**src/rtl/assert_macros.svh**
```systemverilog
// assertion macros used by the top level
`ifndef ASSERT_MACROS_SVH
`define ASSERT_MACROS_SVH

// same-cycle implication, reset masks the check
`define ASSERT_IMPL(label, clk, rst, ante, cons, msg) \
  label: assert property (@(posedge clk) disable iff (rst) (ante) |-> (cons)) \
    else $error(msg);

// next-cycle implication, reset masks the check
`define ASSERT_NEXT(label, clk, rst, ante, cons, msg) \
  label: assert property (@(posedge clk) disable iff (rst) (ante) |=> (cons)) \
    else $error(msg);

`endif

```
**src/rtl/tlik_pkg.sv**
```systemverilog
// types, constants and helper functions for the two-link inverse kinematics block
package tlik_pkg;

  // internal cordic datapath width
  localparam int CW = 52;

  localparam logic [31:0] KGAIN = 32'h26DD3B6A;
  localparam logic signed [31:0] QONE = 32'sh4000_0000;
  localparam logic [63:0] QONE_SQ = 64'h1000_0000_0000_0000;
  localparam logic [31:0] HALF_TURN = 32'h8000_0000;

  localparam logic [2:0] REG_BASE_X = 3'd0;
  localparam logic [2:0] REG_BASE_Y = 3'd1;
  localparam logic [2:0] REG_UPPER = 3'd2;
  localparam logic [2:0] REG_LOWER = 3'd3;
  localparam logic [2:0] REG_BEND = 3'd4;

  typedef struct packed {
    logic signed [23:0] target_px;
    logic signed [23:0] target_py;
  } tlik_in_t;

  typedef struct packed {
    logic [15:0]        shoulder_angle;
    logic [15:0]        elbow_angle;
    logic signed [23:0] elbow_x;
    logic signed [23:0] elbow_y;
    logic signed [23:0] tip_x;
    logic signed [23:0] tip_y;
    logic               pose_updated;
  } tlik_out_t;

  typedef struct packed {
    logic start;
    logic vec;
  } tlik_cordic_req_t;

  typedef struct packed {
    logic start;
    logic sqrt_op;
  } tlik_ds_req_t;

  typedef enum logic [4:0] {
    S_IDLE, S_CHECK, S_WDIR, S_M1, S_M2, S_M3, S_M4, S_CMP, S_WSQ, S_LEN,
    S_P1, S_P2, S_P3, S_P4, S_P5, S_AC, S_WDIV, S_ACSQ, S_ACSQ2, S_WSQ2,
    S_WACO, S_ANG, S_POL1, S_POL1B, S_WPOL1, S_POL2, S_POL2B, S_WPOL2,
    S_FIN, S_DONE
  } tlik_state_t;

  // arctangent of 2^-s as a 32 bit turn fraction
  function automatic logic [31:0] atan_lookup(input logic [4:0] s);
    logic [31:0] v;
    case (s)
      5'd0: v = 32'h20000000;
      5'd1: v = 32'h12E4051E;
      5'd2: v = 32'h09FB385B;
      5'd3: v = 32'h051111D4;
      5'd4: v = 32'h028B0D43;
      5'd5: v = 32'h0145D7E1;
      5'd6: v = 32'h00A2F61E;
      5'd7: v = 32'h00517C55;
      5'd8: v = 32'h0028BE53;
      5'd9: v = 32'h00145F2F;
      5'd10: v = 32'h000A2F98;
      5'd11: v = 32'h000517CC;
      5'd12: v = 32'h00028BE6;
      5'd13: v = 32'h000145F3;
      5'd14: v = 32'h0000A2FA;
      5'd15: v = 32'h0000517D;
      5'd16: v = 32'h000028BE;
      5'd17: v = 32'h0000145F;
      5'd18: v = 32'h00000A30;
      5'd19: v = 32'h00000518;
      5'd20: v = 32'h0000028C;
      5'd21: v = 32'h00000146;
      5'd22: v = 32'h000000A3;
      5'd23: v = 32'h00000051;
      5'd24: v = 32'h00000029;
      5'd25: v = 32'h00000014;
      5'd26: v = 32'h0000000A;
      5'd27: v = 32'h00000005;
      5'd28: v = 32'h00000003;
      5'd29: v = 32'h00000001;
      5'd30: v = 32'h00000001;
      default: v = 32'h00000000;
    endcase
    return v;
  endfunction

  function automatic logic signed [23:0] sat24(input logic signed [26:0] v);
    logic signed [23:0] r;
    if (v > 27'sd8388607) begin
      r = 24'sh7FFFFF;
    end else if (v < -27'sd8388608) begin
      r = 24'sh800000;
    end else begin
      r = v[23:0];
    end
    return r;
  endfunction

  // round half up out of 16 extra fraction bits, then undo the half-turn fold
  function automatic logic signed [24:0] cord_round(input logic signed [CW-1:0] v,
                                                    input logic flip);
    logic signed [CW-1:0] half;
    logic signed [CW-1:0] t;
    logic signed [24:0] r;
    half = CW'(32768);
    t = (v + half) >>> 16;
    r = t[24:0];
    return flip ? -r : r;
  endfunction

endpackage

```
**src/rtl/tlik_cordic.sv**
```systemverilog
// shared cordic unit, vectoring or rotation, one micro-rotation per cycle
module tlik_cordic import tlik_pkg::*; #(
  parameter int STEPS = 16
) (
  input  logic                 clk,
  input  logic                 rst,
  input  tlik_cordic_req_t     req,
  input  logic signed [CW-1:0] xin,
  input  logic signed [CW-1:0] yin,
  input  logic [31:0]          ang,
  output logic                 done,
  output logic signed [CW-1:0] xo,
  output logic signed [CW-1:0] yo,
  output logic [31:0]          zo,
  output logic                 flip
);

  localparam int CNT_W = $clog2(STEPS + 1);
  localparam logic signed [33:0] QTR = 34'sh0_4000_0000;
  localparam logic signed [33:0] HALF = 34'sh0_8000_0000;

  logic signed [CW-1:0] x, y;
  logic signed [33:0]   z;
  logic [CNT_W-1:0]     cnt;
  logic                 busy, vec_r, flip_r;

  logic [4:0]           sh;
  logic signed [CW-1:0] xs, ys, xp, yp;
  logic signed [33:0]   at, zs;
  logic                 dsel;

  always_comb begin
    sh = 5'(cnt);
    xs = x >>> sh;
    ys = y >>> sh;
    at = $signed({2'b00, atan_lookup(sh)});
    // vectoring drives y to zero, rotation drives z to zero
    dsel = vec_r ? ~y[CW-1] : z[33];
    xp = xin <<< 16;
    yp = yin <<< 16;
    zs = $signed({{2{ang[31]}}, ang});
  end

  always_ff @(posedge clk) begin
    if (rst) begin
      busy <= 1'b0;
      done <= 1'b0;
    end else begin
      done <= 1'b0;
      if (req.start) begin
        busy <= 1'b1;
        cnt <= '0;
        vec_r <= req.vec;
        if (req.vec) begin
          flip_r <= 1'b0;
          if (xin[CW-1]) begin
            x <= -xp;
            y <= -yp;
            z <= HALF;
          end else begin
            x <= xp;
            y <= yp;
            z <= '0;
          end
        end else begin
          x <= xin;
          y <= '0;
          if (zs > QTR) begin
            z <= zs - HALF;
            flip_r <= 1'b1;
          end else if (zs < -QTR) begin
            z <= zs + HALF;
            flip_r <= 1'b1;
          end else begin
            z <= zs;
            flip_r <= 1'b0;
          end
        end
      end else if (busy) begin
        if (dsel) begin
          x <= x + ys;
          y <= y - xs;
          z <= z + at;
        end else begin
          x <= x - ys;
          y <= y + xs;
          z <= z - at;
        end
        cnt <= cnt + 1'b1;
        if (cnt == CNT_W'(STEPS - 1)) begin
          busy <= 1'b0;
          done <= 1'b1;
        end
      end
    end
  end

  assign xo = x;
  assign yo = y;
  assign zo = z[31:0];
  assign flip = flip_r;

endmodule

```
**config.mk**
```make
export PLATFORM = sky130hd
export DESIGN_NAME = tlik_cordic
export DESIGN_NICKNAME = d
export VERILOG_FILES = /design/src/rtl/assert_macros.svh /design/src/rtl/tlik_pkg.sv /design/src/rtl/tlik_cordic.sv
export SDC_FILE = /design/constraint.sdc
export NUM_CORES = 1
export LEC_CHECK = 0
export BUFFER_PORTS_ARGS = -buffer_cell sky130_fd_sc_hd__buf_2
export CAP_MARGIN = 5
export CORE_ASPECT_RATIO = 1.2
export CORE_MARGIN = 5
export CORE_UTILIZATION = 47
export DETAILED_ROUTE_END_ITERATION = 6
export PLACE_DENSITY = 0.76
export SLEW_MARGIN = 20
export SYNTH_ARGS = -nofsm -noshare
export SYNTH_HDL_FRONTEND = slang
export SYNTH_SLANG_ARGS = --single-unit
```
**constraint.sdc**
```tcl
create_clock -name clk -period 21.3 [get_ports clk]
set_clock_uncertainty 0.1 [all_clocks]
set_input_delay 2.13 -clock clk [delete_from_list [all_inputs] [get_ports clk]]
set_output_delay 2.13 -clock clk [all_outputs]
set_load 0.01 [all_outputs]
```
==> qor.txt <==
status - complete, no violations
# resized after CTS - 0
setup ws final - 12540 ps
Critical path buffers and inverters - 1
remaining antenna violation count after routing - 0
Slew Viols, Final - 0
critical path required time - 21450 ps
drt total wl - 115000 um
Arr. time, crit path - 8900 ps
Setup crit end - yo[45]$_DFFE_PP_
hold_buf cts - 0
Initial Util - 47.5%
vias - 30200
commonest non-fill, non-tap cells in the layout - nand2_1 (347), nor2_1 (280), buf_2 (260)
total CTS buffers - 17
ys flop type - edfxtp_1
Worst Setup Start Kind - flop
Core Footprint - 60800 um2
Place WS - 12760 ps
Worst path depth - 22
first-pass GRT wire length - 171000 um
setup violators final - 0
critical path class - flop to flop
diode count - 0
unrepaired setup endpoints after global routing - false
Post-Synth Adder-Cell Area - 6.80%
commonest non-fill, non-tap cell in the layout - nand2_1
Synth Area in Simple Gates - 17.6%
wire length per cell - 26.1 um
clock-pin slew on the worst setup and hold paths - 80 ps
total gr overflow - 0
Sink Count - 177
Sum Neg Setup Slack - 0 ps
most numerous cell on the critical path - o21ai_0
Slew headroom - 22.3%
Crit path max-delay family - compound AO/OA/AOI/OAI gates
peak supply drop - 71.2 uV
GR Util All Layers - 32.7%
EDFF count, synth - 145
Avg Cell Area, Syn - 8.25 um2
vias per cell - 6.86
Chip Height - 281 um
share of the yosys chip area belonging to registers - 17.3%
synth warn - 0
iteration count of the initial detailed-routing pass - 6
die footprint - 66500 um2
max_cap viols - 0
CP Capture Type - flop
Synth Instances - 3500
count of unique library cells instantiated by Yosys - 93
IO Pins - 278
worst reg2reg endpoint - yo[45]$_DFFE_PP_
fillers - 5912
syn nets - 3795
largest family of logic cells by synthesized area - compound AO/OA/AOI/OAI gates
initial antenna violation count - 1
slowest stage delay, CP - 690 ps
CP Cell Sequence - buf_12 > mux4_1 > mux2_2 > mux2i_1 > o221ai_1 > or4_4 > nor3b_1 > nand3_1 > or2_2 > o21ai_0 > xor2_1 > ha_1 > a21oi_1 > o21ai_0 > a211oi_1 > o211ai_1 > a21oi_1 > o21ai_0 > a21o_1 > a21boi_0 > nor3_1 > or3b_2
ys async rst share - 0%
flops & latches, synth - 177
multiplexer area fraction after synthesis - 18.0%
Port Buf Inserts - 261
vias in the first global route - 28500
flop-to-flop setup slack - 12540 ps
root buffer cell - clkbuf_16
CTS tree - done
Final GP Congestion - 1.02
Critical Path Start - cnt[2]$_SDFFCE_PP0P_
DR iter-0 viols - 3754
Worst R2R Start - cnt[2]$_SDFFCE_PP0P_
Final period util - 41.1%
fraction of layout cells with a size suffix above 1 - 16.8%
design area - 31000 um2
dpl cell area - 30400 um2
Hold WC Path Type - flop to flop
post-DP HPWL - 86400 um
area grow syn2layout - 7.42%
clk buf depth - 2
number of remaining DRC errors - 0
Die W - 236 um
post-synthesis compound-gate area fraction - 26.1%
pwr dens - 132 nW/um2
Row Count - 99
largest net degree at the start of global routing - 150
slowest stage cell, crit path - mux4_1
crit path max fanout - 136
CTS H-tree lvls - 4
Post-CTS Repair Setup Buffers - 0
clk_lat worst skew - 520 ps
cell area after synthesis - 28900 um2
Reg2Reg Depth - 22
highest clock rate - 0.114 GHz
worst slew pin tran - 1150 ps
Hold WS - 439 ps
final hold vios - 0
Synth Area in XOR/XNOR - 8.86%
Pleak - 12.3 nW
min Tclk post-route - 8760 ps
NumNets Final - 3875
## routing by layer
layer | vias up | global-route usage [%] | part of all wire [%]
met5 | - | 0 | 0
met3 | 458 | 5.99 | 8.2
li1 | 13600 | - | -
met2 | 1652 | 54.8 | 47
met4 | 0 | 21.0 | 7.7
met1 | 14400 | 38.6 | 37
## kinds of logic after synthesis
| kind of cell | Yosys count |
|---|---|
| XOR/XNOR | 292 |
| flip-flops | 177 |
| adder cells (fa/ha/maj) | 155 |
| multiplexers | 355 |
| AO/OA/AOI/OAI | 1132 |
| AND/OR/NAND/NOR | 1061 |
| buffers and inverters | 328 |
## per-stage QoR
step           std cells  utilization [%]  power, mW
3_5_place_dp        4369             49.9       3.68
2_1_floorplan       3500                -       2.87
6_report            4401             51.0       4.10
3_3_place_gp        4369             49.9       3.64
4_1_cts             4401             51.0       4.04
5_1_grt             4401             51.0       4.39
## worst register-to-register path, delay by kind of cell, from the launching register on
| family | cells | cell delay (ps) |
|---|---|---|
| flops | 1 | 650 |
| mux | 3 | 1560 |
| fa+ha+maj | 1 | 350 |
| simple gates | 6 | 2230 |
| compound gates | 10 | 2830 |
| buf+inv | 1 | 590 |
| xor+xnor | 1 | 200 |
## flip-flops by register name (all words and copies together) (netlist names)
signal  count
vec_r       1
flip        1
at         30
done        1
z          34
busy        1
xo         52
yo         52
cnt         5
## worst min-delay path by stage
stage          slack [ps]               to             from  cells after the start
2_1_floorplan         390  done$_SDFF_PP0_  busy$_SDFF_PP0_                      1
4_1_cts               440  done$_SDFF_PP0_  busy$_SDFF_PP0_                      1
3_3_place_gp          410  done$_SDFF_PP0_  busy$_SDFF_PP0_                      1
6_report              440  done$_SDFF_PP0_  busy$_SDFF_PP0_                      1
5_1_grt               470  done$_SDFF_PP0_  busy$_SDFF_PP0_                      1
3_5_place_dp          420  done$_SDFF_PP0_  busy$_SDFF_PP0_                      1
## cells in the mapped netlist (33+ instances only)
library cell  number  area, um2
a211oi_1          37        278
o21ai_0          251       1260
nand2_1          347       1300
edfxtp_1         145       4350
and3_1            33        206
mux2_2            80        901
ha_1             152       1900
mux2i_1          153       1530
o211ai_1          55        413
nand3_1           66        330
a21oi_1          238       1190
o31ai_1           53        398
a31oi_1           40        250
xnor2_1          141       1230
clkbuf_1         121        454
o22ai_1           57        357
buf_2             38        190
xor2_1           151       1320
inv_1             78        293
nor2_1           281       1050
a21o_1            93        698
buf_4             51        383
nor3_1            75        375
mux4_2           118       2660
## layout make-up
class                      count  area [um2]  share of cell area (%)
clock buffer                  18         450                    1.45
clock inverter                14         175                   0.565
inverter                      83         317                    1.02
multi-input combinational   2995       22400                    72.2
sequential                   177        4990                    16.1
tap                          808        1010                    3.26
timing repair buffer         306        1680                    5.40
## report_power, final
part	internal, mW	switching (mW)
Clock	0.166	0.175
Sequential	0.527	0.230
Combinational	1.25	1.76
(Power assumes the default switching activity.)
